<file path="src/rtl/vwts_pkg.sv">
`default_nettype none
package vwts_pkg;

	localparam int TileW     = 9;
	localparam int FrameW    = 13;
	localparam int DividendW = 40;
	localparam int DivisorW  = 17;
	localparam int DivCntW   = 6;
	localparam int MulBits   = 8;
	localparam int MulCntW   = 4;
	localparam int ProdW     = 12;
	localparam int RandShift = 24;

	localparam logic [2:0] REG_TILES_ACROSS = 3'd0;
	localparam logic [2:0] REG_TILES_DOWN   = 3'd1;
	localparam logic [2:0] REG_FRAME_WIDTH  = 3'd2;
	localparam logic [2:0] REG_FRAME_HEIGHT = 3'd3;
	localparam logic [2:0] REG_STEP_MODE    = 3'd4;

	localparam logic [1:0] MODE_SCAN   = 2'd0;
	localparam logic [1:0] MODE_RANDOM = 2'd1;
	localparam logic [1:0] MODE_SPIRAL = 2'd2;

	localparam logic [1:0] DIR_RIGHT = 2'd0;
	localparam logic [1:0] DIR_DOWN  = 2'd1;
	localparam logic [1:0] DIR_LEFT  = 2'd2;
	localparam logic [1:0] DIR_UP    = 2'd3;

	typedef enum logic [3:0] {
		ST_IDLE,
		ST_DIVW,
		ST_DIVH,
		ST_PICK,
		ST_DIVL,
		ST_SPIRAL,
		ST_RAND,
		ST_MODN,
		ST_DIVI,
		ST_MUL,
		ST_DONE
	} state_t;

	typedef struct packed {
		logic                 start;
		logic [DivCntW-1:0]   nbits;
		logic [DividendW-1:0] dividend;
		logic [DivisorW-1:0]  divisor;
	} div_cmd_t;

	typedef struct packed {
		logic                 done;
		logic [DividendW-1:0] quot;
		logic [DivisorW-1:0]  rem;
	} div_res_t;

endpackage
`default_nettype wire

</file>
<file path="src/rtl/vwts_div.sv">
`default_nettype none
module vwts_div (
	input  wire                 clk,
	input  wire                 arst_n,
	input  wire vwts_pkg::div_cmd_t cmd,
	output vwts_pkg::div_res_t  res
);
	import vwts_pkg::*;

	logic [DividendW-1:0] dvd_q;
	logic [DivisorW-1:0]  rem_q;
	logic [DivisorW-1:0]  dsr_q;
	logic [DivCntW-1:0]   cnt_q;
	logic                 busy_q;
	logic                 done_q;
	logic [DivisorW:0]    rem_ext;
	logic [DivisorW:0]    diff;
	logic                 ge;

	assign rem_ext = {rem_q, dvd_q[DividendW-1]};
	assign diff    = rem_ext - {1'b0, dsr_q};
	assign ge      = rem_ext >= {1'b0, dsr_q};

	always_ff @(posedge clk or negedge arst_n) begin
		if (!arst_n) begin
			busy_q <= 1'b0;
			done_q <= 1'b0;
			cnt_q  <= '0;
		end else if (cmd.start) begin
			busy_q <= 1'b1;
			done_q <= 1'b0;
			cnt_q  <= cmd.nbits;
		end else if (busy_q) begin
			cnt_q <= cnt_q - 1'b1;
			if (cnt_q == DivCntW'(1)) begin
				busy_q <= 1'b0;
				done_q <= 1'b1;
			end
		end else begin
			done_q <= 1'b0;
		end
	end

	always_ff @(posedge clk) begin
		if (cmd.start) begin
			dvd_q <= cmd.dividend;
			dsr_q <= cmd.divisor;
			rem_q <= '0;
		end else if (busy_q) begin
			dvd_q <= {dvd_q[DividendW-2:0], ge};
			rem_q <= ge ? diff[DivisorW-1:0] : rem_ext[DivisorW-1:0];
		end
	end

	assign res.done = done_q;
	assign res.quot = dvd_q;
	assign res.rem  = rem_q;

endmodule
`default_nettype wire

</file>
<file path="src/rtl/vwts_mul.sv">
`default_nettype none
module vwts_mul (
	input  wire                          clk,
	input  wire                          arst_n,
	input  wire                          start,
	input  wire [vwts_pkg::ProdW-1:0]    multiplicand,
	input  wire [vwts_pkg::MulBits-1:0]  multiplier,
	input  wire [vwts_pkg::ProdW-1:0]    addend,
	output logic                         done,
	output logic [vwts_pkg::ProdW-1:0]   product
);
	import vwts_pkg::*;

	logic [ProdW-1:0]   a_q;
	logic [MulBits-1:0] b_q;
	logic [ProdW-1:0]   acc_q;
	logic [MulCntW-1:0] cnt_q;
	logic               busy_q;
	logic               done_q;

	always_ff @(posedge clk or negedge arst_n) begin
		if (!arst_n) begin
			busy_q <= 1'b0;
			done_q <= 1'b0;
			cnt_q  <= '0;
		end else if (start) begin
			busy_q <= 1'b1;
			done_q <= 1'b0;
			cnt_q  <= MulCntW'(MulBits);
		end else if (busy_q) begin
			cnt_q <= cnt_q - 1'b1;
			if (cnt_q == MulCntW'(1)) begin
				busy_q <= 1'b0;
				done_q <= 1'b1;
			end
		end else begin
			done_q <= 1'b0;
		end
	end

	always_ff @(posedge clk) begin
		if (start) begin
			a_q   <= multiplicand;
			b_q   <= multiplier;
			acc_q <= addend;
		end else if (busy_q) begin
			if (b_q[0]) begin
				acc_q <= acc_q + a_q;
			end
			a_q <= {a_q[ProdW-2:0], 1'b0};
			b_q <= {1'b0, b_q[MulBits-1:1]};
		end
	end

	assign done    = done_q;
	assign product = acc_q;

endmodule
`default_nettype wire

</file>
<file path="src/rtl/video_wall_tile_sequencer_top.sv">
`default_nettype none
// Once per frame this block picks the wall tile that receives the downscaled frame and returns
// its index, grid position, pixel position and even size; a word whose tile size would be zero
// comes back with the skip flag in tuser, all other fields zero, and no change of state. All
// division is done by one shared restoring divider, one quotient bit per cycle, and the pixel
// offsets by two bit-serial multipliers of eight steps. The block has a scan, a tile-zero, a
// random and a spiral mode; the random mode takes a 40-bit modulo, and the spiral mode first
// splits the previous tile, when there is one, into row and column. The block takes one item
// at a time; the finished result waits in an output register, so a new item is taken while the
// previous result is still unclaimed. Configuration may only be written while idle.
module video_wall_tile_sequencer_top #(
	parameter int MAX_TILES_SIDE = 256,
	parameter int MAX_FRAME_SIDE = 4096
) (
	input  wire                           clk,
	input  wire                           arst_n,
	input  wire                           s_tvalid,
	output logic                          s_tready,
	// random_word [63:0]
	input  wire  [63:0]                   s_tdata,
	output logic                          m_tvalid,
	input  wire                           m_tready,
	// tile_index [15:0], tile_col [23:16], tile_row [31:24], tile_x [43:32],
	// tile_y [55:44], tile_width [68:56], tile_height [81:69], zero fill [87:82]
	output logic [87:0]                   m_tdata,
	// skipped [0]
	output logic                          m_tuser,
	input  wire                           cfg_valid,
	output logic                          cfg_ready,
	input  wire  [2:0]                    cfg_index,
	input  wire  [vwts_pkg::FrameW-1:0]   cfg_data
);
	import vwts_pkg::*;

	logic [TileW-1:0]  tiles_across_q;
	logic [TileW-1:0]  tiles_down_q;
	logic [FrameW-1:0] frame_width_q;
	logic [FrameW-1:0] frame_height_q;
	logic [1:0]        step_mode_q;

	logic [TileW-1:0]  ta;
	logic [TileW-1:0]  td;
	logic [FrameW-1:0] fw;
	logic [FrameW-1:0] fh;

	state_t state_q, state_d;
	logic   launched_q;
	logic   is_div;
	logic   op_state;
	logic   op_done;

	div_cmd_t div_cmd;
	div_res_t div_res;
	logic     mul_start;
	logic     mul_done_x;
	logic     mul_done_y;
	logic [ProdW-1:0] prod_x;
	logic [ProdW-1:0] prod_y;

	logic [DividendW-1:0] rw_q;
	logic [DivisorW-1:0]  n_q;
	logic [FrameW-1:0]    pw_q;
	logic [FrameW-1:0]    ph_q;
	logic [TileW-1:0]     ox_q;
	logic [TileW-1:0]     oy_q;
	logic [DivisorW-1:0]  idx_raw_q;
	logic [15:0]          idx_q;
	logic [15:0]          lrow_q;
	logic [TileW-1:0]     lcol_q;
	logic [7:0]           row_q;
	logic [7:0]           col_q;

	logic [15:0] fc_q;
	logic [15:0] last_q;
	logic        last_none_q;
	logic [1:0]  dir_q;

	logic [87:0] out_data_q;
	logic        out_user_q;
	logic        out_valid_q;

	logic                skip_w;
	logic [TileW:0]      off_sum;
	logic [DivisorW-1:0] fc_next;

	logic signed [19:0] sr, sc, sta, sdn, sp_prev, sp_idx;
	logic [1:0]         sp_dir;
	logic               sp_zero;
	logic [DivisorW-1:0] sp_res;

	assign cfg_ready = 1'b1;

	always_ff @(posedge clk or negedge arst_n) begin
		if (!arst_n) begin
			tiles_across_q <= TileW'(3);
			tiles_down_q   <= TileW'(3);
			frame_width_q  <= FrameW'(640);
			frame_height_q <= FrameW'(480);
			step_mode_q    <= MODE_SCAN;
		end else if (cfg_valid && cfg_ready) begin
			case (cfg_index)
				REG_TILES_ACROSS: tiles_across_q <= cfg_data[TileW-1:0];
				REG_TILES_DOWN:   tiles_down_q   <= cfg_data[TileW-1:0];
				REG_FRAME_WIDTH:  frame_width_q  <= cfg_data;
				REG_FRAME_HEIGHT: frame_height_q <= cfg_data;
				REG_STEP_MODE:    step_mode_q    <= cfg_data[1:0];
				default: ;
			endcase
		end
	end

	always_comb begin
		ta = tiles_across_q;
		if (tiles_across_q == '0) begin
			ta = TileW'(1);
		end else if (32'(tiles_across_q) > MAX_TILES_SIDE) begin
			ta = TileW'(MAX_TILES_SIDE);
		end
		td = tiles_down_q;
		if (tiles_down_q == '0) begin
			td = TileW'(1);
		end else if (32'(tiles_down_q) > MAX_TILES_SIDE) begin
			td = TileW'(MAX_TILES_SIDE);
		end
		fw = frame_width_q;
		if (32'(frame_width_q) > MAX_FRAME_SIDE) begin
			fw = FrameW'(MAX_FRAME_SIDE);
		end
		fh = frame_height_q;
		if (32'(frame_height_q) > MAX_FRAME_SIDE) begin
			fh = FrameW'(MAX_FRAME_SIDE);
		end
	end

	assign skip_w   = (pw_q == '0) || (ph_q == '0);
	assign is_div   = state_q inside {ST_DIVW, ST_DIVH, ST_DIVL, ST_RAND, ST_MODN, ST_DIVI};
	assign op_state = is_div || (state_q == ST_MUL);
	assign op_done  = launched_q && (is_div ? div_res.done : mul_done_x);

	always_comb begin
		state_d = state_q;
		case (state_q)
			ST_IDLE: begin
				if (s_tvalid) begin
					state_d = ST_DIVW;
				end
			end
			ST_DIVW: if (op_done) state_d = ST_DIVH;
			ST_DIVH: if (op_done) state_d = ST_PICK;
			ST_PICK: begin
				if (skip_w) begin
					state_d = ST_DONE;
				end else begin
					case (step_mode_q)
						MODE_SCAN:   state_d = ST_MODN;
						MODE_RANDOM: state_d = ST_RAND;
						MODE_SPIRAL: state_d = last_none_q ? ST_MODN : ST_DIVL;
						default:     state_d = ST_DIVI;
					endcase
				end
			end
			ST_DIVL:   if (op_done) state_d = ST_SPIRAL;
			ST_SPIRAL: state_d = ST_MODN;
			ST_RAND:   if (op_done) state_d = ST_DIVI;
			ST_MODN:   if (op_done) state_d = ST_DIVI;
			ST_DIVI:   if (op_done) state_d = ST_MUL;
			ST_MUL:    if (op_done) state_d = ST_DONE;
			ST_DONE: begin
				if (!out_valid_q || m_tready) begin
					state_d = ST_IDLE;
				end
			end
			default: state_d = ST_IDLE;
		endcase
	end

	always_comb begin
		s_tready         = (state_q == ST_IDLE);
		mul_start        = (state_q == ST_MUL) && !launched_q;
		div_cmd.start    = is_div && !launched_q;
		div_cmd.nbits    = DivCntW'(FrameW);
		div_cmd.dividend = {fw, {(DividendW-FrameW){1'b0}}};
		div_cmd.divisor  = DivisorW'(ta);
		case (state_q)
			ST_DIVH: begin
				div_cmd.dividend = {fh, {(DividendW-FrameW){1'b0}}};
				div_cmd.divisor  = DivisorW'(td);
			end
			ST_DIVL: begin
				div_cmd.nbits    = DivCntW'(16);
				div_cmd.dividend = {last_q, {(DividendW-16){1'b0}}};
			end
			ST_RAND: begin
				div_cmd.nbits    = DivCntW'(DividendW);
				div_cmd.dividend = rw_q;
				div_cmd.divisor  = n_q;
			end
			ST_MODN: begin
				div_cmd.nbits    = DivCntW'(DivisorW);
				div_cmd.dividend = {idx_raw_q, {(DividendW-DivisorW){1'b0}}};
				div_cmd.divisor  = n_q;
			end
			ST_DIVI: begin
				div_cmd.nbits    = DivCntW'(16);
				div_cmd.dividend = {idx_q, {(DividendW-16){1'b0}}};
			end
			default: ;
		endcase
	end

	vwts_div u_div (
		.clk    (clk),
		.arst_n (arst_n),
		.cmd    (div_cmd),
		.res    (div_res)
	);

	vwts_mul u_mul_x (
		.clk          (clk),
		.arst_n       (arst_n),
		.start        (mul_start),
		.multiplicand (pw_q[ProdW-1:0]),
		.multiplier   (col_q),
		.addend       (ProdW'(ox_q)),
		.done         (mul_done_x),
		.product      (prod_x)
	);

	vwts_mul u_mul_y (
		.clk          (clk),
		.arst_n       (arst_n),
		.start        (mul_start),
		.multiplicand (ph_q[ProdW-1:0]),
		.multiplier   (row_q),
		.addend       (ProdW'(oy_q)),
		.done         (mul_done_y),
		.product      (prod_y)
	);

	// The spiral moves one step from the previous tile, using that tile's own row and column.
	always_comb begin
		sr      = signed'(20'(lrow_q));
		sc      = signed'(20'(lcol_q));
		sta     = signed'(20'(ta));
		sdn     = signed'(20'(td));
		sp_prev = signed'(20'(last_q));
		sp_idx  = sp_prev;
		sp_dir  = dir_q;
		sp_zero = 1'b0;
		if (sp_dir == DIR_RIGHT) begin
			if (sc >= sta - 20'sd1 - sr) sp_dir = DIR_DOWN;
			else sp_idx = sp_idx + 20'sd1;
		end
		if (sp_dir == DIR_DOWN) begin
			if (sr >= sc - (sta - sdn)) sp_dir = DIR_LEFT;
			else sp_idx = sp_idx + sta;
		end
		if (sp_dir == DIR_LEFT) begin
			if (sc <= (sta - sr - 20'sd1) - (sta - sdn)) begin
				sp_dir = DIR_UP;
				if (sr <= sc + 20'sd1) begin
					sp_dir  = DIR_RIGHT;
					sp_zero = 1'b1;
				end
			end else begin
				sp_idx = sp_idx - 20'sd1;
			end
		end
		if (sp_dir == DIR_UP) begin
			if (sr <= sc + 20'sd1) begin
				sp_dir = DIR_RIGHT;
				if (sc < sta - 20'sd1 - sr) sp_idx = sp_idx + 20'sd1;
			end else begin
				sp_idx = sp_idx - sta;
			end
		end
		if (sp_zero || sp_idx == sp_prev) begin
			sp_idx = '0;
			sp_dir = DIR_RIGHT;
		end
		if (sp_idx < 0) begin
			sp_idx = '0;
		end
		sp_res = sp_idx[DivisorW-1:0];
	end

	assign off_sum = (TileW+1)'(div_res.rem[TileW-1:0])
		+ (div_res.quot[0] ? (TileW+1)'((state_q == ST_DIVH) ? td : ta) : '0);
	assign fc_next = DivisorW'(fc_q) + DivisorW'(1);

	always_ff @(posedge clk or negedge arst_n) begin
		if (!arst_n) begin
			state_q     <= ST_IDLE;
			launched_q  <= 1'b0;
			fc_q        <= '0;
			last_q      <= '0;
			last_none_q <= 1'b1;
			dir_q       <= DIR_RIGHT;
			out_valid_q <= 1'b0;
		end else begin
			state_q    <= state_d;
			launched_q <= op_state && !op_done;
			if (state_q == ST_PICK && !skip_w && step_mode_q == MODE_SPIRAL && last_none_q) begin
				dir_q <= DIR_RIGHT;
			end
			if (state_q == ST_SPIRAL) begin
				dir_q <= sp_dir;
			end
			if (state_q == ST_DIVI && op_done) begin
				last_q      <= idx_q;
				last_none_q <= 1'b0;
				fc_q        <= (fc_next == n_q || fc_next[DivisorW-1]) ? '0 : fc_next[15:0];
			end
			if (state_q == ST_DONE && (!out_valid_q || m_tready)) begin
				out_valid_q <= 1'b1;
			end else if (m_tready) begin
				out_valid_q <= 1'b0;
			end
		end
	end

	always_ff @(posedge clk) begin
		case (state_q)
			ST_IDLE: begin
				rw_q <= s_tdata[63:RandShift];
				n_q  <= DivisorW'(ta) * DivisorW'(td);
			end
			ST_DIVW: begin
				if (op_done) begin
					pw_q <= {div_res.quot[FrameW-1:1], 1'b0};
					ox_q <= off_sum[TileW:1];
				end
			end
			ST_DIVH: begin
				if (op_done) begin
					ph_q <= {div_res.quot[FrameW-1:1], 1'b0};
					oy_q <= off_sum[TileW:1];
				end
			end
			ST_PICK: begin
				idx_raw_q <= (step_mode_q == MODE_SCAN) ? DivisorW'(fc_q) : '0;
				idx_q     <= '0;
			end
			ST_DIVL: begin
				if (op_done) begin
					lrow_q <= div_res.quot[15:0];
					lcol_q <= div_res.rem[TileW-1:0];
				end
			end
			ST_SPIRAL: idx_raw_q <= sp_res;
			ST_RAND:   if (op_done) idx_q <= div_res.rem[15:0];
			ST_MODN:   if (op_done) idx_q <= div_res.rem[15:0];
			ST_DIVI: begin
				if (op_done) begin
					row_q <= div_res.quot[7:0];
					col_q <= div_res.rem[7:0];
				end
			end
			ST_DONE: begin
				if (!out_valid_q || m_tready) begin
					if (skip_w) begin
						out_data_q <= '0;
						out_user_q <= 1'b1;
					end else begin
						out_data_q <= {6'b0, ph_q, pw_q, prod_y, prod_x, row_q, col_q, idx_q};
						out_user_q <= 1'b0;
					end
				end
			end
			default: ;
		endcase
	end

	assign m_tvalid = out_valid_q;
	assign m_tdata  = out_data_q;
	assign m_tuser  = out_user_q;

	a_busy_after_accept: assert property (@(posedge clk) disable iff (!arst_n)
		s_tvalid && s_tready |=> !s_tready)
		else $error("input taken again straight after a word was accepted");

	a_skip_zero: assert property (@(posedge clk) disable iff (!arst_n)
		m_tvalid && m_tuser |-> m_tdata == '0)
		else $error("skipped word carries non-zero fields");

	a_even_size: assert property (@(posedge clk) disable iff (!arst_n)
		m_tvalid && !m_tuser |-> !m_tdata[56] && !m_tdata[69]
			&& m_tdata[68:56] != '0 && m_tdata[81:69] != '0)
		else $error("placed tile has an odd or zero size");

	a_single_launch: assert property (@(posedge clk) disable iff (!arst_n)
		div_cmd.start |=> !div_cmd.start && !mul_start && !s_tready)
		else $error("divider started twice for one step");

	a_mul_lockstep: assert property (@(posedge clk) disable iff (!arst_n)
		mul_done_x == mul_done_y)
		else $error("offset multipliers out of step");

endmodule
`default_nettype wire

</file>
<file path="config.mk">
export PLATFORM = sky130hd
export DESIGN_NAME = video_wall_tile_sequencer_top
export DESIGN_NICKNAME = d
export VERILOG_FILES = /design/src/rtl/vwts_pkg.sv /design/src/rtl/vwts_div.sv /design/src/rtl/vwts_mul.sv /design/src/rtl/video_wall_tile_sequencer_top.sv
export SDC_FILE = /design/constraint.sdc
export NUM_CORES = 1
export LEC_CHECK = 0
export BUFFER_PORTS_ARGS = -buffer_cell sky130_fd_sc_hd__buf_2
export CAP_MARGIN = 30
export CELL_PAD_IN_SITES_DETAIL_PLACEMENT = 1
export CELL_PAD_IN_SITES_GLOBAL_PLACEMENT = 1
export CORE_MARGIN = 2
export CORE_UTILIZATION = 53
export CTS_CLUSTER_SIZE = 10
export DETAILED_ROUTE_END_ITERATION = 10
export PLACE_DENSITY_LB_ADDON = 0.1
export SKIP_LAST_GASP = 1
export SLEW_MARGIN = 20
export SYNTH_ARGS = -nofsm -noshare
export SYNTH_HDL_FRONTEND = slang
export SYNTH_SLANG_ARGS = --single-unit
</file>
<file path="constraint.sdc">
create_clock -name clk -period 16.6 [get_ports clk]
set_input_delay 3.32 -clock clk [delete_from_list [all_inputs] [get_ports clk]]
set_output_delay 3.32 -clock clk [all_outputs]
set_load 0.01 [all_outputs]
</file>
==> Word-level counts from Yosys, hierarchy flattened <==
Index checks and enable logic that the tools add are counted.
{ "totals": {"inputBits": 85, "elab_cells": 263, "ff_bits": 502, "out_inout_bits": 92} }
{ "op_classes": {"eq_ne": 34, "n_addsub": 21, "n_reduce_logical": 54, "muxes": 96, "n_mul": 1, "order_cmp": 11} }
{ "op_table": {"columns": ["op", "count"], "rows": [
  ["one-hot mux 40 bit (5 select lines)", 1],
  ["two-way mux 20 bit", 8],
  ["two-way mux 9 bit", 12],
  ["two-way mux 40 bit", 2],
  ["two-way mux 17 bit", 4],
  ["one-hot mux 17 bit (2 select lines)", 2],
  ["two-way mux 4 bit", 13],
  ["two-way mux 12 bit", 4],
  ["two-way mux 16 bit", 3],
  ["one-hot mux 4 bit (10 select lines)", 1],
  ["adder 16 x 1 -> 17 bit (second input constant)", 2],
  ["two-way mux 8 bit", 4],
  ["one-hot mux 16 bit (2 select lines)", 1],
  ["AND reduction 2 bit", 15],
  ["greater-than comparator 13 bit (second input constant)", 2],
  ["logical NOT 13 bit", 2],
  ["two-way mux 13 bit", 2],
  ["two-way mux 2 bit", 13],
  ["adder 12 bit", 2],
  ["two-way mux 1 bit", 22],
  ["adder 20 x 10 -> 20 bit", 1],
  ["adder 20 x 2 -> 20 bit (second input constant)", 1],
  ["== test 20 x 17 -> 1 bit", 1],
  ["greater-or-equal comparator 17 x 20 -> 1 bit", 1],
  ["other kinds (50)", 98]
]} }

==> Longest topological paths before layout <==
Gate-level depths: netlist of the first run.
{ "logic_depth": {"word_depth": 24, "depth_mapped": 57, "ltp_nobuf": 54} }

==> By module <==
A second synthesis of the first run with hierarchy kept.
{ "hier_totals": {"hier_cells": 3087, "area_unflattened_um2": 32731.4} }
{ "modules_own_cells": {"columns": ["mod", "seq_area_each_um2", "n_inst", "cells_each", "area_per_inst_um2"], "rows": [
  ["video_wall_tile_sequencer_top", 9818.2, 1, 2375, 24205.7],
  ["vwts_mul", 1111.1, 2, 174, 2140.8],
  ["vwts_div", 2252.2, 1, 364, 4244.1]
]} }

==> Worst setup path after synthesis of the first run <==
Ideal clock, no wire load.
{ "synth_timing": {"path_kind": "flip-flop to flip-flop", "from": "register tiles_across_q[5]", "to": "register idx_raw_q[10] (data pin)", "stages_incl_launch_ff": 53, "path_buffers": 2, "setup_ps": 256, "period_less_slack_ps": 11030, "slack_ps": 5570, "t_arrival_ps": 10774, "t_required_ps": 16344, "cell_sequence": "dfrtp_1 -> nor4_1 -> a21oi_1 -> nor2_1 -> clkinv_1 -> ha_1 -> inv_1 -> fa_1 -> inv_1 -> ha_1 -> nor2b_1 -> o21ai_0 -> nand2b_1 -> a21o_1 -> a21o_1 -> a21o_1 -> a21o_1 -> a21o_1 -> [17 not listed] -> nor2b_1 -> o21ai_0 -> a21boi_0 -> o21ai_0 -> nand2b_1 -> a31oi_1 -> xnor2_1 -> o211ai_1 -> o2bb2ai_1 -> a21oi_1 -> o211ai_1 -> a2111oi_0 -> nand4b_1 -> or4b_4 -> nor4_4 -> nor2_2 -> buf_6 -> a22o_1"} }
{ "synth_between": {"elab_chain_cells": 24, "word_cells_on_any_way": 45, "cone_classes": "add/sub: 11; order compare: 6; eq/ne: 4; mux: 22; reduce/logical: 2"} }
{ "synth_lines": {"columns": ["item", "line", "rtl"], "rows": [
  ["from (decl)", "video_wall_tile_sequencer_top.sv:35", "logic [TileW-1:0] tiles_across_q;"],
  ["from (signal assigned)", "video_wall_tile_sequencer_top.sv:95", "tiles_across_q <= TileW'(3);"],
  ["from (signal assigned)", "video_wall_tile_sequencer_top.sv:102", "REG_TILES_ACROSS: tiles_across_q <= cfg_data[TileW-1:0];"],
  ["greater-than comparator 9 bit", "video_wall_tile_sequencer_top.sv:116", "end else if (32'(tiles_across_q) > MAX_TILES_SIDE) begin"],
  ["two-way mux 9 bit", "video_wall_tile_sequencer_top.sv:116", null],
  ["two-way mux 9 bit *", "video_wall_tile_sequencer_top.sv:114", "if (tiles_across_q == '0) begin"],
  ["subtractor 9 x 1 -> 10 bit", "video_wall_tile_sequencer_top.sv:251, video_wall_tile_sequencer_top.sv:272", null],
  ["subtractor 10 x 17 -> 18 bit", "video_wall_tile_sequencer_top.sv:251, video_wall_tile_sequencer_top.sv:272", null],
  ["greater-or-equal comparator 10 x 18 -> 1 bit", "video_wall_tile_sequencer_top.sv:251", "if (sc >= sta - 20'sd1 - sr) sp_dir = DIR_DOWN;"],
  ["two-way mux 17 bit", "video_wall_tile_sequencer_top.sv:251", null],
  ["two-way mux 17 bit", "video_wall_tile_sequencer_top.sv:250", "if (sp_dir == DIR_RIGHT) begin"],
  ["[8 not listed]", null, null],
  ["two-way mux 20 bit", "video_wall_tile_sequencer_top.sv:270", "if (sr <= sc + 20'sd1) begin"],
  ["two-way mux 20 bit", "video_wall_tile_sequencer_top.sv:269", "if (sp_dir == DIR_UP) begin"],
  ["== test 20 x 17 -> 1 bit", "video_wall_tile_sequencer_top.sv:277", "if (sp_zero || sp_idx == sp_prev) begin"],
  ["logical OR 1 bit", "video_wall_tile_sequencer_top.sv:277", null],
  ["two-way mux 20 bit *", "video_wall_tile_sequencer_top.sv:277", null],
  ["< comparator 20 x 1 -> 1 bit", "video_wall_tile_sequencer_top.sv:281", "if (sp_idx < 0) begin"],
  ["two-way mux 17 bit *", "video_wall_tile_sequencer_top.sv:281", null],
  ["one-hot mux 17 bit (2 select lines) *", "video_wall_tile_sequencer_top.sv:323", "case (state_q)"],
  ["to (signal assigned)", "video_wall_tile_sequencer_top.sv:341", "idx_raw_q <= (step_mode_q == MODE_SCAN) ? DivisorW'(fc_q) : '0;"],
  ["to (signal assigned)", "video_wall_tile_sequencer_top.sv:350", "ST_SPIRAL: idx_raw_q <= sp_res;"],
  ["to (decl)", "video_wall_tile_sequencer_top.sv:66", "logic [DivisorW-1:0] idx_raw_q;"]
]} }
Every way passes the cells marked *; elsewhere a longest branch is shown, timed or not.
A chain may end at the register's enable or synchronous reset.

==> Worst setup path after layout of the first run <==
{ "layout_timing": {"from": "register tiles_down_q[4]", "to": "register idx_raw_q[5] (data pin)"} }
{ "layout_between": {"elab_chain_cells": 21, "word_cells_on_any_way": 33, "cone_classes": "add/sub: 6; order compare: 4; eq/ne: 3; mux: 18; reduce/logical: 2"} }
{ "layout_lines": {"columns": ["item", "line", "rtl"], "rows": [
  ["from (decl)", "video_wall_tile_sequencer_top.sv:36", "logic [TileW-1:0] tiles_down_q;"],
  ["from (signal assigned)", "video_wall_tile_sequencer_top.sv:96", "tiles_down_q <= TileW'(3);"],
  ["from (signal assigned)", "video_wall_tile_sequencer_top.sv:103", "REG_TILES_DOWN: tiles_down_q <= cfg_data[TileW-1:0];"],
  ["greater-than comparator 9 bit", "video_wall_tile_sequencer_top.sv:122", "end else if (32'(tiles_down_q) > MAX_TILES_SIDE) begin"],
  ["two-way mux 9 bit", "video_wall_tile_sequencer_top.sv:122", null],
  ["two-way mux 9 bit *", "video_wall_tile_sequencer_top.sv:120", "if (tiles_down_q == '0) begin"],
  ["subtractor 9 x 9 -> 10 bit *", "video_wall_tile_sequencer_top.sv:255, video_wall_tile_sequencer_top.sv:259", null],
  ["subtractor 10 x 10 -> 11 bit", "video_wall_tile_sequencer_top.sv:255", "if (sr >= sc - (sta - sdn)) sp_dir = DIR_LEFT;"],
  ["greater-or-equal comparator 17 x 20 -> 1 bit", "video_wall_tile_sequencer_top.sv:255", null],
  ["two-way mux 20 bit", "video_wall_tile_sequencer_top.sv:255", null],
  ["two-way mux 20 bit", "video_wall_tile_sequencer_top.sv:254", "if (sp_dir == DIR_DOWN) begin"],
  ["[5 not listed]", null, null],
  ["two-way mux 20 bit", "video_wall_tile_sequencer_top.sv:270", null],
  ["two-way mux 20 bit", "video_wall_tile_sequencer_top.sv:269", null],
  ["== test 20 x 17 -> 1 bit", "video_wall_tile_sequencer_top.sv:277", null],
  ["logical OR 1 bit", "video_wall_tile_sequencer_top.sv:277", null],
  ["two-way mux 20 bit *", "video_wall_tile_sequencer_top.sv:277", null],
  ["< comparator 20 x 1 -> 1 bit", "video_wall_tile_sequencer_top.sv:281", null],
  ["two-way mux 17 bit *", "video_wall_tile_sequencer_top.sv:281", null],
  ["one-hot mux 17 bit (2 select lines) *", "video_wall_tile_sequencer_top.sv:323", null]
]} }
Marks and branches as above.

==> results by group, run 1 <==
Worst setup path
  • CP peak stage delay: 0.75 ns
  • Worst setup EP type: flop
  • Crit-path slowest cell: a2111oi_0
  • Crit start category: flop
  • CP required: between 15 and 20 ns
  • CP Max Fanout: 13
  • Crit path from: tiles_down_q[4]
  • Worst r2r src: tiles_down_q[4]
  • Worst reg-to-reg setup slack: approximately 3.1 ns
  • Most used cell, CP: nor2_1
  • Arrival @ worst endpoint: about 14 ns
  • Worst R2R Path Depth: 54
  • WS Path Type: flop to flop
  • R2R Path End: idx_raw_q[5]

STA
  • Final worst-path cycle share: about four fifths
  • Final Max Slew Viols: 0
  • Clock Skews: approximately 0.023 ns
  • Worst slew pin tran: between 1 and 1.5 ns
  • RSZ-0062 raised after global routing: no
  • Final Hold Viols: 0
  • Final worst slack: about 3.1 ns
  • Post-layout minimum cycle time: about 13 ns
  • Slew HR: a little under a third
  • Final setup vio count: 0
  • Fin Setup TNS: 0 ns
  • Fmax: between 0.07 and 0.08 GHz

Floorplanning
  • Starting density of the core: 53.5%
  • Die Wd: 248 microns
  • Io pins: approximately 180
  • Area of the core: slightly below 60000 sq um
  • Die Span Y: about 250 microns
  • Full die area: slightly above 60000 sq um
  • Floorplan row count: approximately 90

CTS
  • H-tree levels: 2
  • CTS Buf Count: 55
  • Clock slew at reported path FFs: roughly 0.060 ns
  • Clock latency on the worst-skew pair: approximately 0.60 ns
  • Hold Buf Count CTS: 0
  • Gates resized, CTS repair: 0
  • Setup Buffers After CTS: 0
  • Root Driver: clkbuf_16
  • TritonCTS clock tree: yes
  • CTS Buffer Depth: 3
  • # clock sinks: a little under 500

Synth
  • Synth Register Bits: between 400 and 500
  • Simple-gate share of the synthesized area: around 16%
  • Post-synth EDFFs: between 300 and 400
  • Seq/Total Area, Yosys: between 40% and 50%
  • Ys Warns: 0
  • XOR/XNOR Fraction of Synth Area: ~5.2%
  • Mapped Area: about 32000 sq um
  • Post-synthesis adder-cell area fraction: roughly an eighth
  • Largest family of logic cells by synthesized area: simple AND/OR/NAND/NOR gates
  • Unique masters post-synth: 90
  • Compound-gate portion of the synthesized area: about 14%
  • Ys async rst share: a little over a fifth
  • Top_reg_cell synth: edfxtp_1
  • Mapped Cells: around 3.1k
  • Mux contribution to synthesized area: 3.03%
  • Mean post-synth cell area: 10.2 sq um

Power
  • Maximum vdd drop: 0.142 mV
  • Sw Share: 45.0%
  • P_int: slightly below 0.004 W
  • Clock share of power: 15.7%
  • Part of the power in registers: 28.9%
  • Combinational Power Share: 55.4%
  • Leakage power: between 10 and 15 nW
  • Switching power: 0.00324 W
  • Power per standard cell area: 207 nW/um^2
  • Tot Pwr: approximately 0.0072 W

Routing
  • DR WL/cell: about 25 microns
  • Final wirelength: 103 mm
  • Via density: slightly above 6
  • Antenna viol nets, final: 0
  • First drt pass iteration count: 7
  • DR vias: approximately 25k
  • Drt drc: 0
  • Initial drt markers: between 2k and 2.5k

Placement
  • Port-buffer cells: roughly 140
  • GPL Wtd Cong: a little over 0.9
  • Post-Place Cell Area: between 30000 and 40000 sq um
  • Worst slack, placed: about 3.3 ns
  • Detailed Place HPWL: about 75 mm

Worst hold path
  • Hold Path Class: flop to flop
  • Worst hold path stage count: 0
  • Hold endpoint: lrow_q[15]
  • Worst Hold Launch: u_div.dvd_q[15]

Finish
  • Ant diodes: 0
  • Layout Area Growth over Synthesis: 10.3%
  • Share of layout cells above drive strength 1: a little under an eighth
  • Final instance area: 34800 sq um
  • NumNets Final: about 3.6k
  • Final Util: between 50% and 60%
  • Most frequent cells in the layout: 367 x edfxtp_1, 329 x nand2_1, 229 x nor2_1, 225 x ha_1, 214 x inv_1
  • Commonest non-fill, non-tap cell in the layout: edfxtp_1

Global route
  • Grt total ovfl: 0
  • Largest net degree at the start of global routing: between 70 and 80
  • First-pass GRT wire length: between 150 and 200 mm
  • GRT Resource Usage Total: between 30% and 40%
  • Vias in the first global route: about 27k
  • Initial antenna violation count: 3

Run status
  • Status: completed

Job
  • Number of max-cap violations: 0
==> metrics by stage <==
stage                     hold slack [ns]  std cells
after floorplan                     0.426       3111
after global placement              0.443       3938
after detailed placement            0.444       3939
after CTS                           0.450       4042
after global routing                0.476       4046
final                               0.449       4046
==> cells by family after synthesis <==
group,Yosys count
AND/OR/NAND/NOR,1046
AO/OA/AOI/OAI,640
flip-flops,496
buffers and inverters,352
adder cells (fa/ha/maj),285
XOR/XNOR,188
multiplexers,87
other,2
==> critical path, delay by kind of cell, from the launching register on <==
kind	cells	cell delay, ns
and+or+nand+nor	23	5.08
AOI/OAI and AO/OA	20	4.59
adders and majority gates	6	2.09
buffers and inverters	3	0.56
xor gates and xnor gates	2	0.48
DFF	1	0.39
==> registers in the layout, indices dropped and copies added, names as in the netlist, 9 cells and up <==
signal	flops
fc_q	16
frame_height_q	13
frame_width_q	13
idx_q	16
idx_raw_q	17
last_q	16
lcol_q	9
lrow_q	16
m_tdata	80
n_q	17
ox_q	9
oy_q	9
ph_q	12
pw_q	12
rw_q	40
tiles_across_q	9
tiles_down_q	9
u_div.dsr_q	17
u_div.dvd_q	40
u_div.rem_q	17
u_mul_x.a_q	11
u_mul_x.product	12
u_mul_y.a_q	11
u_mul_y.product	12
==> power groups by stage <==
stage	clock [W]	combinational [W]	sequential [W]
after floorplan	0	0.00285	0.00194
after global placement	0	0.00362	0.00207
after detailed placement	0	0.00387	0.00208
final	0.00113	0.00399	0.00208
after global routing	0.00118	0.00439	0.00210
after CTS	0.00114	0.00393	0.00207
==> worst max-delay path by stage <==
stage / end / slack [ns] / cells past startpoint
global placement: idx_raw_q[5] / 3.80 / 44
floorplan: idx_raw_q[10] / 5.57 / 52
detailed placement: idx_raw_q[5] / 3.33 / 54
global route: idx_raw_q[5] / 2.42 / 44
finish: idx_raw_q[5] / 3.13 / 54
CTS: idx_raw_q[5] / 3.29 / 54
==> cells in the mapped netlist (56+ instances only) <==
cell type / count / share of area, %
nand3_1: 79 / 1.3
dfrtp_1: 95 / 7.5
fa_1: 60 / 3.8
nand2_1: 329 / 3.9
clkbuf_1: 106 / 1.3
a21oi_1: 139 / 2.2
xnor2_1: 128 / 3.6
edfxtp_1: 367 / 35
inv_1: 215 / 2.6
xor2_1: 60 / 1.7
nor2_1: 231 / 2.7
mux2_2: 67 / 2.4
ha_1: 225 / 8.9
and2_1: 94 / 1.9
nor2b_1: 56 / 1.1
o21ai_0: 147 / 2.3
==> metal layers <==
metal	share of wire [%]	wire (microns)	track usage, %
met5	0	0	0
met4	4.0	4100	13.0
met3	5.9	6060	3.84
met2	49	50200	57.3
met1	41	42200	42.8
==> cell type report <==
type,count,area [sq um]
Tap cell,773,967
Clock inverter,1,5.00
Multi-Input combinational cell,2263,16100
Clock buffer,102,1600
Inverter,221,830
Fill cell,6474,24100
Sequential cell,496,14100
Timing Repair Buffer,190,1090
Power figures use the tool's default switching activity.
==> run 2, diff against run 1 <==
- CORE_UTILIZATION: 53 -> 50
- clock period: 16.6 -> 13.1 ns (I/O delays scaled with it)
==> results by group, run 2 (synthesis gave the netlist of run 1 again) <==
Run status
  • Status: completed (unchanged)

Routing
  • Metal2 WL: 48.6 mm (was 50.2 mm)
  • Drt drc: 0 (unchanged)
  • M1 WL: 41.7 mm (was 42.2 mm)
  • Final wirelength: 99.8 mm (was 103 mm)
  • Via density: 5.95 (was 6.21)
  • DR vias: 24.5k (was 25.1k)
  • Initial drt markers: 1614 (was 2016)
  • DR WL/cell: 24.2 microns (was 25.4 microns)
  • Antenna viol nets, final: 0 (unchanged)
  • First drt pass iteration count: 6 (was 7)
  • Top sig layer: met5 (was met4)
  • Met3 wire len: 5.73 mm (was 6.06 mm)

STA
  • Slew HR: 36.2% (was 30.8%)
  • Worst slew pin tran: 0.958 ns (was 1.03 ns)
  • Clock Skews: 0.0130 ns (was 0.0229 ns)
  • Fin Setup TNS: 0 ns (unchanged)
  • Final worst-path cycle share: 92.4% (was 81.1%)
  • Final Hold Viols: 0 (unchanged)
  • Post-layout minimum cycle time: 12.11 ns (was 13.47 ns)
  • RSZ-0062 raised after global routing: no (unchanged)
  • Final setup vio count: 0 (unchanged)
  • Fmax: 0.0826 GHz (was 0.0743 GHz)
  • Final Max Slew Viols: 0 (unchanged)

Worst setup path
  • Most used cell, CP: nor2_1 (unchanged)
  • Worst setup EP type: flop (unchanged)
  • Crit-path slowest cell: or4_4 (was a2111oi_0)
  • CP Max Fanout: 13 (unchanged)
  • Arrival @ worst endpoint: 12.47 ns (was 13.80 ns)
  • CP peak stage delay: 0.54 ns (was 0.75 ns)
  • WS Path Type: flop to flop (unchanged)
  • Crit start category: flop (unchanged)
  • CP required: 13.46 ns (was 16.93 ns)
  • Worst R2R Path Depth: 54 (unchanged)

Global route
  • Grt total ovfl: 0 (unchanged)
  • First-pass GRT wire length: 151 mm (was 156 mm)
  • GRT Resource Usage Total: 30.5% (was 33.2%)
  • Initial antenna violation count: 3 (unchanged)
  • Largest net degree at the start of global routing: 73 (unchanged)
  • Vias in the first global route: 26.0k (was 26.6k)

Finish
  • Share of layout cells above drive strength 1: 11.9% (was 11.4%)
  • Final instance area: 35000 sq um (was 34800 sq um)
  • NumNets Final: 3613 (was 3597)
  • Most frequent cells in the layout: 367 x edfxtp_1, 329 x nand2_1, 229 x nor2_1, 225 x ha_1, 214 x inv_1 (unchanged)
  • Layout Area Growth over Synthesis: 11.2% (was 10.3%)
  • Max reg flops: 80 (unchanged)
  • Commonest non-fill, non-tap cell in the layout: edfxtp_1 (unchanged)

Floorplanning
  • Area of the core: 62700 sq um (was 58900 sq um)
  • Die Wd: 255 microns (was 248 microns)
  • Die Span Y: 255 microns (was 248 microns)
  • Floorplan row count: 92 (was 89)
  • Full die area: 65100 sq um (was 61500 sq um)
  • Io pins: 177 (unchanged)
  • Starting density of the core: 50.3% (was 53.5%)

CTS
  • CTS Buf Count: 56 (was 55)
  • Hold Buf Count CTS: 0 (unchanged)
  • Clock slew at reported path FFs: 0.06 ns (about the same)
  • Root Driver: clkbuf_16 (unchanged)
  • H-tree levels: 2 (unchanged)
  • TritonCTS clock tree: yes (unchanged)
  • Clock latency on the worst-skew pair: 0.61 ns (was 0.60 ns)
  • CTS Buffer Depth: 3 (unchanged)
  • # clock sinks: 496 (unchanged)

Placement
  • Post-Place Cell Area: 33300 sq um (was 33100 sq um)
  • GPL Wtd Cong: 0.897 (was 0.911)
  • Port-buffer cells: 143 (unchanged)
  • Detailed Place HPWL: 75.6 mm (was 75.3 mm)

Power
  • Power per standard cell area: 259 nW/um^2 (was 207 nW/um^2)
  • Maximum vdd drop: 0.118 mV (was 0.142 mV)
  • Leakage power: 14.8 nW (was 14.7 nW)

Worst hold path
  • Worst hold path stage count: 0 (unchanged)
  • Hold Path Class: flop to flop (unchanged)

Job
  • Number of max-cap violations: 0 (unchanged)
[run 2: worst paths after layout]
| kind | startpoint | end | slack (ns) |
|---|---|---|---|
| worst max register to register | tiles_down_q[4] | idx_raw_q[5] | 0.99 |
| worst min register to register | u_div.dvd_q[13] | lrow_q[13] | 0.46 |
| worst min-delay path | u_div.dvd_q[13] | lrow_q[13] | 0.46 |
| worst max-delay path | tiles_down_q[4] | idx_raw_q[5] | 0.99 |
| max in group asynchronous | arst_n | frame_width_q[9] | 9.93 |
| min in group asynchronous | arst_n | u_mul_y.busy_q | 2.02 |
[run 2: power by group]
part           switching, W  total [W]  internal, W
Sequential         0.000375    0.00264      0.00226
Combinational       0.00302    0.00497      0.00195
Clock              0.000618    0.00146     0.000840
[run 2: layout make-up]
class | instances | area (sq um)
antenna | 1 | 2.50
clock buffer | 91 | 1550
clock inverter | 5 | 81.3
fill | 6938 | 27700
inverter | 221 | 830
multi-input combinational | 2263 | 16100
sequential | 496 | 14100
tap | 846 | 1060
timing repair buffer | 205 | 1230
[run 2: timing repair]
action	4_1_cts	5_1_grt
resized for setup	0	1
setup endpoints to repair	0	14
buffers inserted	0	0
[run 2: per-layer routing]
metal / GRT usage, % / vias up
li1: - / 11300
met3: 4.96 / 195
met2: 52.4 / 630
met4: 11.5 / 4
met5: 0 / -
met1: 38.7 / 12400
[run 2: stage by stage]
step | total power (W) | util, % | worst slack (ns) | instances | hold WS, ns
final | 0.00906 | 55.9 | 0.991 | 4128 | 0.465
after global routing | 0.00972 | 55.9 | 0.0379 | 4127 | 0.465
after CTS | 0.00903 | 55.7 | 0.962 | 4121 | 0.457
after detailed placement | 0.00752 | 53.1 | 1.04 | 4025 | 0.457
after global placement | 0.00726 | 53.1 | 1.31 | 4024 | 0.452
after floorplan | 0.00607 | - | 2.07 | 3111 | 0.426
[run 2: critical path, delay by kind of cell (launching register included)]
kind / cells / cell delay (ns)
AND/OR/NAND/NOR: 23 / 4.37
AO/OA/AOI/OAI: 20 / 4.27
adder cells (fa/ha/maj): 6 / 1.91
buffers and inverters: 3 / 0.48
XOR/XNOR: 2 / 0.42
flip-flops: 1 / 0.40
